[src/hw/rtl/serial_line_editor_echo_macros.svh]
// assertion helpers shared by the line editor
`ifndef SERIAL_LINE_EDITOR_ECHO_MACROS_SVH
`define SERIAL_LINE_EDITOR_ECHO_MACROS_SVH

// checked only out of reset
`define SLE_ASSERT(name, clk, rstn, prop, msg) \
  name: assert property (@(posedge clk) disable iff (!(rstn)) prop) else $error(msg);

// checked on every edge, reset included
`define SLE_ASSERT_ALWAYS(name, clk, prop, msg) \
  name: assert property (@(posedge clk) prop) else $error(msg);

`endif

[src/hw/rtl/sle_pkg.sv]
package sle_pkg;

  localparam logic [7:0] ChCr  = 8'h0D;
  localparam logic [7:0] ChLf  = 8'h0A;
  localparam logic [7:0] ChBs  = 8'h08;
  localparam logic [7:0] ChDel = 8'h7F;
  localparam logic [7:0] ChSp  = 8'h20;

  typedef enum logic {
    MsgErase,
    MsgLong
  } msg_e;

  localparam logic [4:0] EraseLen = 5'd3;
  localparam logic [4:0] LongLen  = 5'd20;

  // "\r\nCommand too long\r\n", entry 0 first
  localparam logic [19:0][7:0] LongText = {
    8'h0A, 8'h0D, 8'h67, 8'h6E, 8'h6F, 8'h6C, 8'h20, 8'h6F, 8'h6F, 8'h74,
    8'h20, 8'h64, 8'h6E, 8'h61, 8'h6D, 8'h6D, 8'h6F, 8'h43, 8'h0A, 8'h0D
  };

  typedef struct packed {
    logic       echo_valid;
    logic [7:0] echo_byte;
    logic       line_valid;
    logic [7:0] line_byte;
    logic       line_last;
    logic       run_last;
  } res_t;

  function automatic logic [7:0] msg_byte(msg_e m, logic [4:0] idx);
    logic [7:0] b;
    b = 8'h00;
    case (m)
      MsgErase: b = (idx == 5'd1) ? ChSp : ChBs;
      MsgLong: begin
        if (idx < LongLen) begin
          b = LongText[idx];
        end
      end
      default: b = 8'h00;
    endcase
    return b;
  endfunction

  function automatic logic [4:0] msg_len(msg_e m);
    logic [4:0] n;
    case (m)
      MsgErase: n = EraseLen;
      MsgLong:  n = LongLen;
      default:  n = EraseLen;
    endcase
    return n;
  endfunction

endpackage

[src/hw/rtl/sle_ifs.sv]
interface sle_in_if;
  logic       valid;
  logic       ready;
  logic [7:0] rx_byte;

  modport source (output valid, output rx_byte, input ready);
  modport sink   (input valid, input rx_byte, output ready);
endinterface

interface sle_out_if;
  logic       valid;
  logic       ready;
  logic       echo_valid;
  logic [7:0] echo_byte;
  logic       line_valid;
  logic [7:0] line_byte;
  logic       line_last;
  logic       run_last;

  modport source (output valid, output echo_valid, output echo_byte, output line_valid,
                  output line_byte, output line_last, output run_last, input ready);
  modport sink   (input valid, input echo_valid, input echo_byte, input line_valid,
                  input line_byte, input line_last, input run_last, output ready);
endinterface

[src/hw/rtl/serial_line_editor_echo.sv]
// order: an ordinary byte offers its echo in the cycle after its transfer; a message is
// sequenced in StMsg, and a command readout passes StPrime and StLine, before the output register
// throughput: one result per cycle while the output is taken; input is taken only when
// idle, so a new byte waits until every result of the last one has been offered; a
// command readout first primes the registered line store read in StPrime
// reset: asynchronous, clears the fill count and the output; the line store is not cleared
`include "serial_line_editor_echo_macros.svh"

module serial_line_editor_echo #(
  parameter int unsigned LINE_BYTES = 64
) (
  input logic       clk_i,
  input logic       rst_ni,
  sle_in_if.sink    in_i,
  sle_out_if.source out_o
);

  localparam int unsigned AW = $clog2(LINE_BYTES);

  // line store port, driven by the editor control
  logic          mem_we;
  logic [AW-1:0] mem_waddr;
  logic [7:0]    mem_wdata;
  logic [AW-1:0] mem_raddr;
  logic [7:0]    mem_rdata;

  // editor control: fill count, message sequencer, command readout and the output register
  sle_ctrl #(
    .LineBytes (LINE_BYTES)
  ) u_ctrl (
    .clk_i       (clk_i),
    .rst_ni      (rst_ni),
    .in_i        (in_i),
    .out_o       (out_o),
    .mem_we_o    (mem_we),
    .mem_waddr_o (mem_waddr),
    .mem_wdata_o (mem_wdata),
    .mem_raddr_o (mem_raddr),
    .mem_rdata_i (mem_rdata)
  );

  // character store, one write and one registered read a cycle; writes only happen
  // while idle, so they never meet a readout
  sle_line_mem #(
    .AddrW (AW)
  ) u_mem (
    .clk_i   (clk_i),
    .we_i    (mem_we),
    .waddr_i (mem_waddr),
    .wdata_i (mem_wdata),
    .raddr_i (mem_raddr),
    .rdata_o (mem_rdata)
  );

  // terms for the checks below
  logic out_free;
  logic last_shown;
  logic lane_idle;
  logic lane_clear;

  assign out_free   = !out_o.valid || out_o.ready;
  assign last_shown = out_o.valid && out_o.line_last;
  assign lane_idle  = out_o.valid && !out_o.line_valid;
  assign lane_clear = (out_o.line_byte == 8'h00) && !out_o.line_last;

  // a new byte is only taken when the result register can move on
  `SLE_ASSERT(a_in_needs_room, clk_i, rst_ni, in_i.ready |-> out_free, "input taken while blocked")
  // end of command flag only on a command character
  `SLE_ASSERT(a_last_on_char, clk_i, rst_ni, last_shown |-> out_o.line_valid, "stray line_last")
  // idle lanes carry zero
  `SLE_ASSERT(a_zero_lanes, clk_i, rst_ni, lane_idle |-> lane_clear, "idle command lane not zero")
  // nothing offered while in reset
  `SLE_ASSERT_ALWAYS(a_reset_quiet, clk_i, !rst_ni |-> !out_o.valid, "output valid during reset")

endmodule

[src/hw/rtl/sle_line_mem.sv]
module sle_line_mem #(
  parameter int unsigned AddrW = 6
) (
  input  logic             clk_i,
  input  logic             we_i,
  input  logic [AddrW-1:0] waddr_i,
  input  logic [7:0]       wdata_i,
  input  logic [AddrW-1:0] raddr_i,
  output logic [7:0]       rdata_o
);

  logic [7:0] mem_q [2**AddrW];
  logic [7:0] rdata_q;

  always_ff @(posedge clk_i) begin
    if (we_i) begin
      mem_q[waddr_i] <= wdata_i;
    end
    rdata_q <= mem_q[raddr_i];
  end

  assign rdata_o = rdata_q;

endmodule

[src/hw/rtl/sle_ctrl.sv]
module sle_ctrl import sle_pkg::*; #(
  parameter int unsigned LineBytes = 64,
  localparam int unsigned AW = $clog2(LineBytes)
) (
  input  logic          clk_i,
  input  logic          rst_ni,
  sle_in_if.sink        in_i,
  sle_out_if.source     out_o,
  output logic          mem_we_o,
  output logic [AW-1:0] mem_waddr_o,
  output logic [7:0]    mem_wdata_o,
  output logic [AW-1:0] mem_raddr_o,
  input  logic [7:0]    mem_rdata_i
);

  localparam logic [AW-1:0] CntMax = AW'(LineBytes - 1);

  typedef enum logic [1:0] {
    StIdle,
    StPrime,
    StLine,
    StMsg
  } state_e;

  state_e        state_q, state_d;
  logic [AW-1:0] fill_q, fill_d;
  logic [AW-1:0] cnt_q, cnt_d;
  logic [AW-1:0] k_q, k_d;
  logic [7:0]    cur_q, cur_d;
  logic          live_q, live_d;
  msg_e          msg_q, msg_d;
  logic [4:0]    idx_q, idx_d;
  res_t          out_q, out_d;
  logic          out_valid_q, out_valid_d;

  logic          can_emit, in_ready, fire_in;
  logic [7:0]    b;
  logic [AW-1:0] k1;
  logic          lv, lst, more, rl, ev;

  always_comb begin
    can_emit = !out_valid_q || out_o.ready;
    in_ready = (state_q == StIdle) && can_emit;
    fire_in  = in_i.valid && in_ready;
    b        = in_i.rx_byte;

    // command step: cur_q holds entry k, read data holds entry k+1
    k1   = k_q + AW'(1);
    lv   = live_q && (k_q < cnt_q) && (cur_q != 8'h00);
    lst  = lv && ((k1 == cnt_q) || (mem_rdata_i == 8'h00));
    more = lv && !lst;
    rl   = (k_q != '0) && !more;
    ev   = (k_q[AW-1:1] == '0);

    state_d     = state_q;
    fill_d      = fill_q;
    cnt_d       = cnt_q;
    k_d         = k_q;
    cur_d       = cur_q;
    live_d      = live_q;
    msg_d       = msg_q;
    idx_d       = idx_q;
    out_d       = out_q;
    out_valid_d = out_valid_q && !out_o.ready;
    mem_we_o    = 1'b0;
    mem_waddr_o = fill_q;
    mem_wdata_o = b;
    mem_raddr_o = '0;

    case (state_q)
      StIdle: begin
        if (fire_in) begin
          if ((b == ChCr) || (b == ChLf)) begin
            fill_d = '0;
            if (fill_q != '0) begin
              cnt_d   = fill_q;
              k_d     = '0;
              live_d  = 1'b1;
              state_d = StPrime;
            end
          end else if ((b == ChBs) || (b == ChDel)) begin
            if (fill_q != '0) begin
              fill_d  = fill_q - AW'(1);
              msg_d   = MsgErase;
              idx_d   = '0;
              state_d = StMsg;
            end
          end else if (fill_q != CntMax) begin
            mem_we_o    = 1'b1;
            fill_d      = fill_q + AW'(1);
            out_valid_d = 1'b1;
            out_d       = '{echo_valid: 1'b1, echo_byte: b, line_valid: 1'b0,
                            line_byte: 8'h00, line_last: 1'b0, run_last: 1'b1};
          end else begin
            fill_d  = '0;
            msg_d   = MsgLong;
            idx_d   = '0;
            state_d = StMsg;
          end
        end
      end
      StPrime: begin
        cur_d       = mem_rdata_i;
        mem_raddr_o = k1;
        state_d     = StLine;
      end
      StLine: begin
        mem_raddr_o = can_emit ? (k_q + AW'(2)) : k1;
        if (can_emit) begin
          out_valid_d = 1'b1;
          out_d       = '{echo_valid: ev,
                          echo_byte:  ev ? ((k_q == '0) ? ChCr : ChLf) : 8'h00,
                          line_valid: lv,
                          line_byte:  lv ? cur_q : 8'h00,
                          line_last:  lst,
                          run_last:   rl};
          cur_d  = mem_rdata_i;
          k_d    = k1;
          live_d = lv;
          if (rl) begin
            state_d = StIdle;
          end
        end
      end
      StMsg: begin
        if (can_emit) begin
          out_valid_d = 1'b1;
          out_d       = '{echo_valid: 1'b1, echo_byte: msg_byte(msg_q, idx_q),
                          line_valid: 1'b0, line_byte: 8'h00, line_last: 1'b0,
                          run_last: (idx_q == msg_len(msg_q) - 5'd1)};
          idx_d = idx_q + 5'd1;
          if (idx_q == msg_len(msg_q) - 5'd1) begin
            state_d = StIdle;
          end
        end
      end
      default: state_d = StIdle;
    endcase
  end

  always_ff @(posedge clk_i or negedge rst_ni) begin
    if (!rst_ni) begin
      state_q     <= StIdle;
      fill_q      <= '0;
      cnt_q       <= '0;
      k_q         <= '0;
      cur_q       <= '0;
      live_q      <= 1'b0;
      msg_q       <= MsgErase;
      idx_q       <= '0;
      out_q       <= '0;
      out_valid_q <= 1'b0;
    end else begin
      state_q     <= state_d;
      fill_q      <= fill_d;
      cnt_q       <= cnt_d;
      k_q         <= k_d;
      cur_q       <= cur_d;
      live_q      <= live_d;
      msg_q       <= msg_d;
      idx_q       <= idx_d;
      out_q       <= out_d;
      out_valid_q <= out_valid_d;
    end
  end

  assign in_i.ready       = in_ready;
  assign out_o.valid      = out_valid_q;
  assign out_o.echo_valid = out_q.echo_valid;
  assign out_o.echo_byte  = out_q.echo_byte;
  assign out_o.line_valid = out_q.line_valid;
  assign out_o.line_byte  = out_q.line_byte;
  assign out_o.line_last  = out_q.line_last;
  assign out_o.run_last   = out_q.run_last;

endmodule
[src/flat_wrapper.sv]
// flat-port wrapper written by rule: the top's interface ports become plain ports
module serial_line_editor_echo_flat 
#(
  parameter int unsigned LINE_BYTES = 64
)
  (clk_i, rst_ni, in_i_valid, in_i_rx_byte, in_i_ready, out_o_valid, out_o_echo_valid, out_o_echo_byte, out_o_line_valid, out_o_line_byte, out_o_line_last, out_o_run_last, out_o_ready);
  sle_in_if in_i_i ();
  sle_out_if out_o_i ();
  input logic clk_i;
  input logic rst_ni;
  input wire logic [$bits(in_i_i.valid)-1:0] in_i_valid;
  input wire logic [$bits(in_i_i.rx_byte)-1:0] in_i_rx_byte;
  output wire logic [$bits(in_i_i.ready)-1:0] in_i_ready;
  output wire logic [$bits(out_o_i.valid)-1:0] out_o_valid;
  output wire logic [$bits(out_o_i.echo_valid)-1:0] out_o_echo_valid;
  output wire logic [$bits(out_o_i.echo_byte)-1:0] out_o_echo_byte;
  output wire logic [$bits(out_o_i.line_valid)-1:0] out_o_line_valid;
  output wire logic [$bits(out_o_i.line_byte)-1:0] out_o_line_byte;
  output wire logic [$bits(out_o_i.line_last)-1:0] out_o_line_last;
  output wire logic [$bits(out_o_i.run_last)-1:0] out_o_run_last;
  input wire logic [$bits(out_o_i.ready)-1:0] out_o_ready;
  assign in_i_i.valid = in_i_valid;
  assign in_i_i.rx_byte = in_i_rx_byte;
  assign in_i_ready = in_i_i.ready;
  assign out_o_valid = out_o_i.valid;
  assign out_o_echo_valid = out_o_i.echo_valid;
  assign out_o_echo_byte = out_o_i.echo_byte;
  assign out_o_line_valid = out_o_i.line_valid;
  assign out_o_line_byte = out_o_i.line_byte;
  assign out_o_line_last = out_o_i.line_last;
  assign out_o_run_last = out_o_i.run_last;
  assign out_o_i.ready = out_o_ready;
  serial_line_editor_echo #(.LINE_BYTES(LINE_BYTES)) u_core (.clk_i(clk_i), .rst_ni(rst_ni), .in_i(in_i_i), .out_o(out_o_i));
endmodule
[config.mk]
export PLATFORM = sky130hd
export DESIGN_NAME = serial_line_editor_echo_flat
export DESIGN_NICKNAME = d
export VERILOG_FILES = /design/src/hw/rtl/sle_pkg.sv /design/src/hw/rtl/sle_ifs.sv /design/src/hw/rtl/serial_line_editor_echo.sv /design/src/hw/rtl/sle_line_mem.sv /design/src/hw/rtl/sle_ctrl.sv /design/src/flat_wrapper.sv
export VERILOG_INCLUDE_DIRS = /design/src /design/src/hw/rtl
export SDC_FILE = /design/constraint.sdc
export NUM_CORES = 1
export LEC_CHECK = 0
export BUFFER_PORTS_ARGS = -buffer_cell sky130_fd_sc_hd__buf_4
export CAP_MARGIN = 5
export CORE_MARGIN = 5
export CORE_UTILIZATION = 45
export CTS_BUF_LIST = sky130_fd_sc_hd__clkbuf_8
export DETAILED_ROUTE_END_ITERATION = 12
export HOLD_SLACK_MARGIN = 0.02
export PLACE_DENSITY_LB_ADDON = 0.3
export SYNTH_ARGS = -nofsm -noshare
export SYNTH_HDL_FRONTEND = slang
export SYNTH_SLANG_ARGS = --single-unit
[constraint.sdc]
create_clock -name clk_i -period 8.5 [get_ports clk_i]
set_input_delay 1.275 -clock clk_i [delete_from_list [all_inputs] [get_ports clk_i]]
set_output_delay 1.275 -clock clk_i [all_outputs]
set_load 0.1 [all_outputs]
==> summary.md, run 1 <==
| Metric | Value |
|---|---|
| Status | `finished, final reports clean` |
| Share of layout cells above drive strength 1 | `12.4%` |
| Drt total wl | `63.5 mm` |
| # rows | `85` |
| Final core utilization | `50.0%` |
| Post-synth EDFFs | `512` |
| Core area | `53900 sq um` |
| Top_reg_cell synth | `edfxtp_1` |
| Post-cts resize count | `0` |
| Syn_area_per_cell | `13.3 sq um` |
| LEAKAGE | `0.00920 uW` |
| Root Driver | `clkbuf_8` |
| Fill count | `4575` |
| Final Setup Violations | `0` |
| Largest net degree at the start of global routing | `76` |
| Critical path type | `flop to flop` |
| Clock sink total | `576` |
| Final Skew | `0.0263 ns` |
| # Post-CTS Setup Buffers | `0` |
| Clock power frac | `23.7%` |
| Number of global-route vias before repair | `15.3k` |
| Number of port buffers | `33` |
| Antenna cell count | `0` |
| Max Cap Violations | `0` |
| I/O Pins | `34` |
| Most frequent cells in the layout | `edfxtp_1 (512), nand2_1 (349), nand3_1 (132)` |
| Comb pwr share | `39.1%` |
| Switching Fraction | `40.9%` |
| Via count | `15.8k` |
| Initial antenna violation count | `2` |
| Post-Syn Nets | `1882` |
| FF-to-FF path depth | `11` |
| Hold_buf cts | `0` |
| CTS H-tree lvls | `3` |
| Power Dens Cells | `339 nW/um^2` |
| Antenna-violating nets left | `0` |
| Drt drc | `0` |
| Layout Nets | `1924` |
| Final Hold Fails | `0` |
| GRT Total Usage | `21.1%` |
| Die footprint | `59300 sq um` |
| CP Data Required Time | `9.11 ns` |
| Commonest non-fill, non-tap cell in the layout | `edfxtp_1` |
| GRT overflow | `0` |
| Min Tclk post-route | `4.72 ns` |
| Tcrit/Tclk final | `55.5%` |
| Asr flop ratio synth | `9.72%` |
| Die extent in y | `243 microns` |
| Die X | `243 microns` |
| WL/cell | `23.9 microns` |
| Post-Place Setup Slack | `3.56 ns` |
| Sequential Power Share | `37.2%` |
| Setup TNS | `0 ns` |
| DR vias/cell | `5.94` |
| TritonRoute pass-1 iters | `6` |
| Clock tree from TritonCTS | `built` |
| Inst Count DP | `2488` |
| Achievable frequency | `212 MHz` |
| Post-Layout Cell Count | `2659` |
| CTS Buf Count | `93` |
| Worst rel slew slack | `26.9%` |
| Bufs on Longest Clock Path | `3` |
| Starting Density | `45.5%` |
| Synthesized cell area | `24500 sq um` |
| Clock Latency Late Sink | `0.67 ns` |
| Yosys warns | `0` |
| Unrepaired setup endpoints after global routing | `false` |
| Setup slack after layout | `3.78 ns` |
| Routability congestion estimate from global placement | `0.859` |
| Layout area overhead | `9.92%` |
| Critical path fanouts, max | `68` |
| Final slew viol count | `0` |
| Distinct cell type count after synthesis | `85` |
| Global-route wire length before repair | `95.6 mm` |
| Tightest Hold Check Type | `flop to flop` |
| Flops & latches, synth | `576` |
| Cells after Synth | `1845` |
| Seq/Total Area, Yosys | `69.1%` |
| CP arrival | `5.33 ns` |
| VDD IR-drop max | `0.000324 V` |
| Int Pwr | `5390 uW` |
| Worst-margin pin slew | `1.09 ns` |
| Initial DRC Count | `1788` |
| Min-Delay Path Depth | `2` |
| CTS clk-pin slew, worst paths | `0.06 ns` |
| Post-DP HPWL | `39.0 mm` |
| Net Switching | `3740 uW` |
| CP endpoint kind | `flop` |
| CP Launch Type | `flop` |
==> worst paths after layout <==
check / from / endpoint / slack, ns
max in group asynchronous: rst_ni / u_core.u_ctrl.out_o.line_byte[2] / 7.32
min in group asynchronous: rst_ni / u_core.u_ctrl.out_o.echo_byte[4] / 0.65
worst max-delay path: u_core.u_ctrl.state_q[0] / u_core.u_mem.rdata_o[3] / 3.78
worst max register to register: u_core.u_ctrl.state_q[0] / u_core.u_mem.rdata_o[3] / 3.78
worst min register to register: u_core.u_ctrl.out_o.line_byte[4] / u_core.u_ctrl.out_o.line_byte[4] / 0.48
worst min-delay path: u_core.u_ctrl.out_o.line_byte[4] / u_core.u_ctrl.out_o.line_byte[4] / 0.48
==> worst max-delay path, cell delays in order, from the launching register on <==
cell and delay, ns:
dfrtp_1 0.43, inv_1 0.10, ha_1 0.67, and4bb_1 0.31
a221o_4 0.50, and2_4 0.62, buf_4 0.73, a21oi_1 0.18
a221oi_1 0.37, a31oi_1 0.08, nand4_1 0.29, and4_1 0.25
==> power by group through the flow <==
| stage | Clock, uW | Sequential, uW | Combinational [uW] |
|---|---|---|---|
| final | 2160 | 3400 | 3570 |
| after global routing | 2330 | 3420 | 3820 |
| after CTS | 2200 | 3400 | 3540 |
| after detailed placement | 0 | 3460 | 3530 |
| after global placement | 0 | 3450 | 3510 |
| after floorplan | 0 | 3630 | 2340 |
==> per-layer routing <==
metal / track usage (%) / routed length (microns) / up-vias
li1: - / - / 7030
met1: 30.0 / 26300 / 7829
met2: 31.6 / 28600 / 803
met3: 5.84 / 6690 / 121
met4: 6.89 / 1880 / 0
met5: 0 / 0 / -
==> stage by stage <==
stage          hold slack (ns)  area (sq um)  power [uW]
2_1_floorplan            0.464         24500        5960
3_3_place_gp             0.466         25300        6950
3_5_place_dp             0.472         25300        6980
4_1_cts                  0.486         27000        9130
5_1_grt                  0.515         27000        9580
6_report                 0.481         27000        9130
==> sequential cells by signal (all words and copies together) (netlist names), 2 cells and up <==
| name | cells |
|---|---|
| u_core.u_mem.mem_q | 512 |
| u_core.u_ctrl.k_q | 6 |
| u_core.u_ctrl.mem_waddr_o | 6 |
| u_core.u_ctrl.cnt_q | 6 |
| u_core.u_ctrl.out_o.line_byte | 8 |
| u_core.u_ctrl.idx_q | 5 |
| u_core.u_ctrl.out_o.echo_byte | 8 |
| u_core.u_ctrl.state_q | 2 |
| u_core.u_mem.rdata_o | 8 |
| u_core.u_ctrl.cur_q | 8 |
==> cell usage after synthesis (all sizes together), types with 21 or more instances <==
cell | n | area, sq um
a21oi | 68 | 340
mux4 | 21 | 473
nand3 | 132 | 661
buf | 65 | 393
nor2 | 118 | 455
mux2 | 30 | 338
o21ai | 56 | 295
mux2i | 62 | 633
ha | 25 | 313
inv | 25 | 93.8
edfxtp | 512 | 15400
clkbuf | 44 | 165
dfrtp | 56 | 1400
nand2 | 351 | 1330
a31oi | 33 | 206
==> layout make-up <==
type	instances	area, sq um	share of cell area, %
clock inverter	72	308	1.14
sequential	576	16900	62.8
inverter	26	97.6	0.362
timing repair buffer	56	418	1.55
clock buffer	99	1360	5.06
multi-input combinational	1134	6960	25.8
tap	696	871	3.23
==> cells by family (layout without fill, tap and decap cells) <==
logic type / after synthesis / in the layout / synth area share (%)
XOR/XNOR: 13 / 13 / 0.495
AO/OA/AOI/OAI: 293 / 293 / 8.25
flip-flops: 576 / 576 / 69.1
multiplexers: 113 / 113 / 5.89
AND/OR/NAND/NOR: 690 / 690 / 12.3
adder cells (fa/ha/maj): 25 / 25 / 1.28
buffers and inverters: 135 / 253 / 2.67
Power figures use the tool's default switching activity.
==> run 2, diff against run 1 <==
--- a/config.mk
+++ b/config.mk
@@ -6,6 +6,7 @@
 export SDC_FILE = /design/constraint.sdc
 export NUM_CORES = 1
 export LEC_CHECK = 0
+export ABC_AREA = 1
 export BUFFER_PORTS_ARGS = -buffer_cell sky130_fd_sc_hd__buf_4
 export CAP_MARGIN = 5
 export CORE_MARGIN = 5
==> constraint.sdc (replaced) <==
create_clock -name clk_i -period 4.1 [get_ports clk_i]
set_input_delay 0.615 -clock clk_i [delete_from_list [all_inputs] [get_ports clk_i]]
set_output_delay 0.615 -clock clk_i [all_outputs]
set_load 0.1 [all_outputs]
==> run 2 against run 1 <==
First-iteration DRC count is 26% higher; largest power group unchanged; hold slack worse by 0.29 ns; largest cell class unchanged; critical endpoint is now u_core.u_mem.mem_q[25][4]; fmax is 39% higher; routed wire length is 17% higher; critical path type unchanged; sequential cell count stayed put; register-to-register slack worse by 3.1 ns; global-route usage increased by 1.6 points.
==> summary.md, run 2 <==
| Metric | Value |
|---|---|
| Layout Nets | `2789 (+45%)` |
| Number of port buffers | `33 (unchanged)` |
| Worst rel slew slack | `31.6% (+4.8 points)` |
| Die X | `255 microns (+4.6%)` |
| Drt total wl | `74.1 mm (+17%)` |
| Post-route design area | `29700 sq um (+10%)` |
| Commonest non-fill, non-tap cell in the layout | `inv_1` |
| Cells after Synth | `2727 (+48%)` |
| Top_reg_cell synth | `edfxtp_1` |
| Initial DRC Count | `2253 (+26%)` |
| Number of global-route vias before repair | `19.4k (+26%)` |
| CP arrival | `3.70 ns (-1.63 ns)` |
| Die footprint | `64900 sq um (+9.5%)` |
| Synth area leader | `edfxtp_1` |
| VDD IR-drop max | `0.000648 V (+100%)` |
| Syn_area_per_cell | `9.88 sq um (-26%)` |
| GRT overflow | `0 (unchanged)` |
| Placed instance area | `27900 sq um (+10%)` |
| Unrepaired setup endpoints after global routing | `false` |
| Largest register FFs | `512 (unchanged)` |
| Most frequent cells in the layout | `inv_1 (545), edfxtp_1 (512), nand3_1 (457)` |
| CTS Buf Count | `94 (+1.1%)` |
| Clock tree from TritonCTS | `built` |
| Final slew viol count | `0 (unchanged)` |
| Final Setup Violations | `0 (unchanged)` |
| Post-cts resize count | `0 (unchanged)` |
| Yosys warns | `0 (unchanged)` |
| I/O Pins | `34 (unchanged)` |
| Layout area overhead | `10.4%` |
| Post-DP HPWL | `45.1 mm (+15%)` |
| Seq/Total Area, Yosys | `62.9% (-6.2 points)` |
| Clock Latency Late Sink | `0.70 ns (+0.03 ns)` |
| Drt drc | `0 (unchanged)` |
| Dominant cells by area after synthesis | `edfxtp_1 (57%), nand3_1 (8.5%), inv_1 (7.2%)` |
| Routability congestion estimate from global placement | `0.866 (+0.74%)` |
| Critical path fanouts, max | `10 (-85%)` |
| Post-synth top area share | `57.1% (-5.6 points)` |
| Root Driver | `clkbuf_8` |
| Worst-margin pin slew | `1.02 ns (-0.0702 ns)` |
| Status | `finished, final reports clean` |
| Top cells by count, synth | `inv_1 (515), edfxtp_1 (512), nand3_1 (457)` |
| Reg with most FFs | `u_core.u_mem.mem_q` |
| Distinct cell type count after synthesis | `43 (-49%)` |
| GRT Total Usage | `22.7% (+1.6 points)` |
| Clock sink total | `576 (unchanged)` |
| Starting Density | `45.6% (+0.099 points)` |
| CP endpoint kind | `flop` |
| Global-route wire length before repair | `113 mm (+18%)` |
| Via count | `19.9k (+26%)` |
| Power Dens Cells | `703 nW/um^2 (+110%)` |
| Post-synth EDFFs | `512 (unchanged)` |
| CTS H-tree lvls | `3 (unchanged)` |
| Fill count | `5335 (+17%)` |
| CP Data Required Time | `4.41 ns (-4.70 ns)` |
| Core area | `59100 sq um (+9.7%)` |
| Largest net degree at the start of global routing | `193 (+150%)` |
| Post-Syn Nets | `2764 (+47%)` |
| Share of layout cells above drive strength 1 | `8.27% (-4.1 points)` |
| # Post-CTS Setup Buffers | `0 (unchanged)` |
| Initial antenna violation count | `3 (+1)` |
| Flops & latches, synth | `576 (unchanged)` |
| DR vias/cell | `5.53 (-6.9%)` |
| CP Launch Type | `flop` |
| WL/cell | `20.6 microns (-14%)` |
| Setup TNS | `0 ns (unchanged)` |
| Most common cell in the synthesized netlist | `inv_1` |
| Bufs on Longest Clock Path | `3 (unchanged)` |
| Asr flop ratio synth | `9.72% (unchanged)` |
| Tightest Hold Check Type | `input pin to flop` |
| TritonRoute pass-1 iters | `6 (unchanged)` |
| Final Hold Fails | `0 (unchanged)` |
| Hold_buf cts | `1 (+1)` |
| Tcrit/Tclk final | `82.7% (+27 points)` |
| Die extent in y | `255 microns (+4.6%)` |
| Min Tclk post-route | `3.39 ns (-1.33 ns)` |
| Synthesized cell area | `26900 sq um (+9.9%)` |
| Final Skew | `0.0419 ns (+0.0155 ns)` |
| Max Cap Violations | `0 (unchanged)` |
| # rows | `89 (+4.7%)` |
| CTS clk-pin slew, worst paths | `0.06 ns (about the same)` |
| Achievable frequency | `295 MHz (+39%)` |
| Critical path type | `flop to flop` |
| Antenna-violating nets left | `0 (unchanged)` |
| LEAKAGE | `0.0126 uW (+38%)` |
==> run 2: cell count changes after synthesis, moves of 45 or more <==
cell and delta:
a21oi_1 -45, buf_2 +53, mux2i_1 -61, nand3_1 +325, nand2_1 +93, nand4_1 +187
inv_1 +490
==> run 2: cell families after synthesis <==
family	after synthesis	synth area share, %
compound gates	142	2.94
mux	1	0.0418
buf+inv	683	10.2
simple gates	1289	22.4
fa+ha+maj	25	1.16
xor+xnor	11	0.409
flops	576	62.9
==> run 2: worst paths after layout <==
path / startpoint / to / slack, ns / cells after the start
worst max-delay path: u_core.u_ctrl.state_q[0] / u_core.u_mem.mem_q[25][4] / 0.71 / 10
worst min-delay path: in_i_rx_byte[6] / u_core.u_mem.mem_q[52][6] / 0.19 / 1
worst max register to register: u_core.u_ctrl.state_q[0] / u_core.u_mem.mem_q[25][4] / 0.71 / 10
worst min register to register: u_core.u_ctrl.out_o.echo_byte[3] / u_core.u_ctrl.out_o.echo_byte[3] / 0.48 / 2
max in group asynchronous: rst_ni / u_core.u_ctrl.state_q[1] / 3.05 / 2
min in group asynchronous: rst_ni / u_core.u_ctrl.cur_q[1] / 0.54 / 2
==> run 2: layout make-up <==
cell class,instances,area (sq um),area share [%]
antenna,1,2.50,0.00841
tap,773,967,3.25
sequential,576,16900,56.9
timing repair buffer,84,733,2.46
multi-input combinational,1468,7300,24.6
inverter,528,1980,6.66
clock inverter,70,418,1.40
clock buffer,102,1400,4.72
==> run 2: worst max-delay path, cell delays in order, from the launching register on <==
cell and delay, ns:
dfrtp_1 0.43, inv_1 0.15, ha_4 0.20, inv_1 0.08, nor2_2 0.12, nand2_1 0.15, inv_1 0.19, nand3_2 0.20
clkinv_1 0.27, nand4_1 0.49, nor2_1 0.72
==> run 2: per-stage QoR <==
| step | setup WS [ns] | cells | total power (uW) | util, % | hold slack [ns] |
|---|---|---|---|---|---|
| final | 0.709 | 3602 | 20900 | 50.3 | 0.192 |
| after global placement | 0.624 | 3428 | 15900 | 47.2 | 0.468 |
| after CTS | 0.731 | 3601 | 20900 | 50.3 | 0.133 |
| after floorplan | 0.485 | 2727 | 13400 | - | 0.319 |
| after detailed placement | 0.534 | 3428 | 16000 | 47.2 | 0.472 |
| after global routing | 0.465 | 3602 | 22100 | 50.3 | 0.145 |
==> run 2: report_power, final <==
part	leakage [uW]	total, uW	switching, uW	internal (uW)
clock	0.00104	4860	2300	2550
combinational	0.00622	9010	6720	2290
sequential	0.00539	7040	308	6730
total	0.0126	20900	9330	11600
==> run 2: per-layer routing <==
layer / track usage, % / part of all wire (%)
met1: 30.5 / 42
met2: 35.7 / 45
met3: 5.13 / 8.1
met4: 9.64 / 4.4
met5: 0 / 0.018
==> run 3, diff against run 2 <==
--- a/config.mk
+++ b/config.mk
@@ -6,7 +6,7 @@
 export SDC_FILE = /design/constraint.sdc
 export NUM_CORES = 1
 export LEC_CHECK = 0
-export ABC_AREA = 1
+export ABC_AREA = 0
 export BUFFER_PORTS_ARGS = -buffer_cell sky130_fd_sc_hd__buf_4
 export CAP_MARGIN = 5
 export CORE_MARGIN = 5
==> constraint.sdc (replaced) <==
create_clock -name clk_i -period 2.8 [get_ports clk_i]
set_input_delay 0.42 -clock clk_i [delete_from_list [all_inputs] [get_ports clk_i]]
set_output_delay 0.42 -clock clk_i [all_outputs]
set_load 0.1 [all_outputs]
==> run 3 against run 2 <==
Critical path depth grew 1; sequential power up 45%; the flow now finishes with violations (negative setup slack); largest power group unchanged; sequential cell count did not move; total power increased by 52%; non-clock buffer count increased by 217; sequential share of layout area hardly changed; routed wire length is 7.3% lower.
==> summary.md, run 3 (synthesis results as in run 1) <==
| Metric | Value |
|---|---|
| Root Driver | `clkbuf_8` |
| Drt drc | `0 (unchanged)` |
| Number of global-route vias before repair | `17.0k (-12%)` |
| LEAKAGE | `0.0107 uW (-16%)` |
| DR vias/cell | `5.87 (+6.2%)` |
| Worst-margin pin slew | `0.879 ns (-0.143 ns)` |
| CP Launch Type | `flop` |
| Register area | `16900 sq um (about the same)` |
| Final Skew | `0.0317 ns (-0.0102 ns)` |
| Core area | `53900 sq um (-8.8%)` |
| I/O Pins | `34 (unchanged)` |
| Share of layout cells above drive strength 1 | `25.5% (+17 points)` |
| CP Launch Point | `u_core.u_ctrl.state_q[1]` |
| Die X | `243 microns (-4.4%)` |
| Unrepaired setup endpoints after global routing | `true` |
| Tcrit/Tclk final | `101% (+18 points)` |
| Max Cap Violations | `0 (unchanged)` |
| CTS Buf Count | `92 (-2.1%)` |
| Die footprint | `59300 sq um (-8.7%)` |
| DR WL met3 | `5.86 mm (-2.9%)` |
| WL/cell | `23.7 microns (+15%)` |
| # rows | `85 (-4.5%)` |
| Bufs on Longest Clock Path | `3 (unchanged)` |
| Post-DP HPWL | `45.2 mm (+0.19%)` |
| Clock sink total | `576 (unchanged)` |
| Antenna-violating nets left | `0 (unchanged)` |
| Hold Startpoint | `in_i_valid` |
| Final core utilization | `55.1% (+4.8 points)` |
| Status | `finished, violations left` |
| Final slew viol count | `0 (unchanged)` |
| Largest net degree at the start of global routing | `66 (-66%)` |
| CTS clk-pin slew, worst paths | `0.06 ns (about the same)` |
| CTS H-tree lvls | `3 (unchanged)` |
| Clock Latency Late Sink | `0.69 ns (about the same)` |
| VDD IR-drop max | `0.000593 V (-8.5%)` |
| Number of port buffers | `33 (unchanged)` |
| Antenna cell count | `0 (-1)` |
| Starting Density | `45.5% (-0.099 points)` |
| Final Hold Fails | `0 (unchanged)` |
| TritonRoute pass-1 iters | `5 (-1)` |
| Initial antenna violation count | `0 (-3)` |
| Die extent in y | `243 microns (-4.4%)` |
| Most frequent cells in the layout | `edfxtp_1 (512), nand2_1 (343), buf_4 (257)` |
| Critical path fanouts, max | `15 (+5)` |
| Tightest Hold Check Type | `input pin to flop` |
| Layout Nets | `2170 (-22%)` |
| Reg with most FFs | `u_core.u_mem.mem_q` |
| Critical path type | `flop to flop` |
| Failing checks | `negative setup slack` |
| GRT overflow | `0 (unchanged)` |
| Clock tree from TritonCTS | `built` |
| Routability congestion estimate from global placement | `0.921 (+6.4%)` |
| Fill count | `4358 (-18%)` |
| Initial DRC Count | `1748 (-22%)` |
| Commonest non-fill, non-tap cell in the layout | `edfxtp_1` |
| Worst rel slew slack | `41.2% (+9.5 points)` |
| Setup slack after layout | `-0.0250 ns (-0.734 ns)` |
| Area taken by multi-input logic gates | `7420 sq um (+1.5%)` |
| Met2 wire len | `31.6 mm (-6.2%)` |
| Drt total wl | `68.7 mm (-7.3%)` |
| Uppermost layer routed | `met4` |
| R2r startpoint | `u_core.u_ctrl.state_q[1]` |
| CP arrival | `3.39 ns (-0.31 ns)` |
| Setup TNS | `-0.0676 ns (-0.0676 ns)` |
| Met1 WL | `28.5 mm (-8.5%)` |
| Tot Pwr | `31800 uW (+52%)` |
| Largest register FFs | `512 (unchanged)` |
| CP Data Required Time | `3.37 ns (-1.04 ns)` |
| Global-route wire length before repair | `102 mm (-9.5%)` |
| GRT Total Usage | `22.4% (-0.22 points)` |
| Power Dens Cells | `1070 nW/um^2 (+52%)` |
| CP endpoint kind | `flop` |
| R2R setup slack | `-0.02 ns (-0.73 ns)` |
| Final Setup Violations | `4 (+4)` |
| Achievable frequency | `354 MHz (+20%)` |
| Layout area overhead | `21.3%` |
| Min Tclk post-route | `2.82 ns (-0.566 ns)` |
| Via count | `17.0k (-15%)` |
-- run 3: cell types whose count changed in the layout (fill, tap and decap cells not counted), moves of 14 or more --
| cell | change |
|---|---|
| a31oi_1 | +27 |
| nand3_1 | -333 |
| inv_1 | -486 |
| a21oi_1 | +38 |
| mux2i_1 | +60 |
| o21ai_0 | -18 |
| o21ai_1 | -14 |
| mux2_2 | +29 |
| nand4_1 | -187 |
| nor2_1 | -51 |
| mux4_2 | +21 |
| nand2_1 | -99 |
| buf_4 | +182 |
-- run 3: worst max-delay path: stages (launching register included) --
cell	delay (ns)
dfrtp_2	0.43
ha_4	0.18
and4bb_1	0.19
a221o_4	0.39
buf_6	0.15
and2_4	0.20
buf_6	0.18
nand2_1	0.09
nand3_1	0.13
a32oi_4	0.32
nand3_2	0.19
and4_1	0.26
-- run 3: where the power goes --
group          switching [uW]  total, uW  leakage [uW]  internal (uW)
Sequential                387      10200       0.00536           9820
Clock                    3260       6690       0.00101           3430
Combinational            8960      14900       0.00430           5910
Total                   12600      31800        0.0107          19200
-- run 3: layout make-up --
| class | count | area share, % |
|---|---|---|
| clock buffer | 102 | 4.72 |
| sequential | 576 | 57.0 |
| inverter | 26 | 0.328 |
| multi-input combinational | 1136 | 24.9 |
| timing repair buffer | 301 | 9.13 |
| tap | 696 | 2.93 |
| clock inverter | 64 | 0.993 |
-- run 3: per-layer routing --
layer | up-vias | global-route usage, %
met1 | 8439 | 31.0
met5 | - | 0
met3 | 182 | 4.56
li1 | 7537 | -
met2 | 857 | 35.3
met4 | 0 | 8.86
-- run 3: path summary, 6_finish.rpt --
path / depth (start not counted) / end
worst max-delay path: 11 / u_core.u_mem.rdata_o[7]
worst min-delay path: 5 / u_core.u_ctrl.mem_waddr_o[5]
worst max register to register: 11 / u_core.u_mem.rdata_o[7]
worst min register to register: 2 / u_core.u_ctrl.out_o.line_byte[7]
max in group asynchronous: 2 / u_core.u_ctrl.state_q[1]
min in group asynchronous: 2 / u_core.u_ctrl.out_o.echo_byte[5]
-- run 3: timing repair --
item / in CTS / in global routing
resized for setup: 53 / 69
buffers inserted: 12 / 7
pin swaps: 19 / 30
cloned: 2 / 6
setup endpoints to repair: 8 / 108
hold buffers: 2 / 0
hold endpoints to repair: 58 / 0
-- run 3: metrics by stage --
step | setup WS, ns | hold WS [ns] | std cells | area, sq um
global placement | -0.309 | 0.464 | 2708 | 27200
CTS | -0.0112 | 0.200 | 2889 | 29300
floorplan | 0.0426 | 0.124 | 1845 | 24500
detailed placement | -0.326 | 0.472 | 2708 | 27200
finish | -0.0250 | 0.273 | 2901 | 29700
global route | -0.0522 | 0.261 | 2901 | 29700
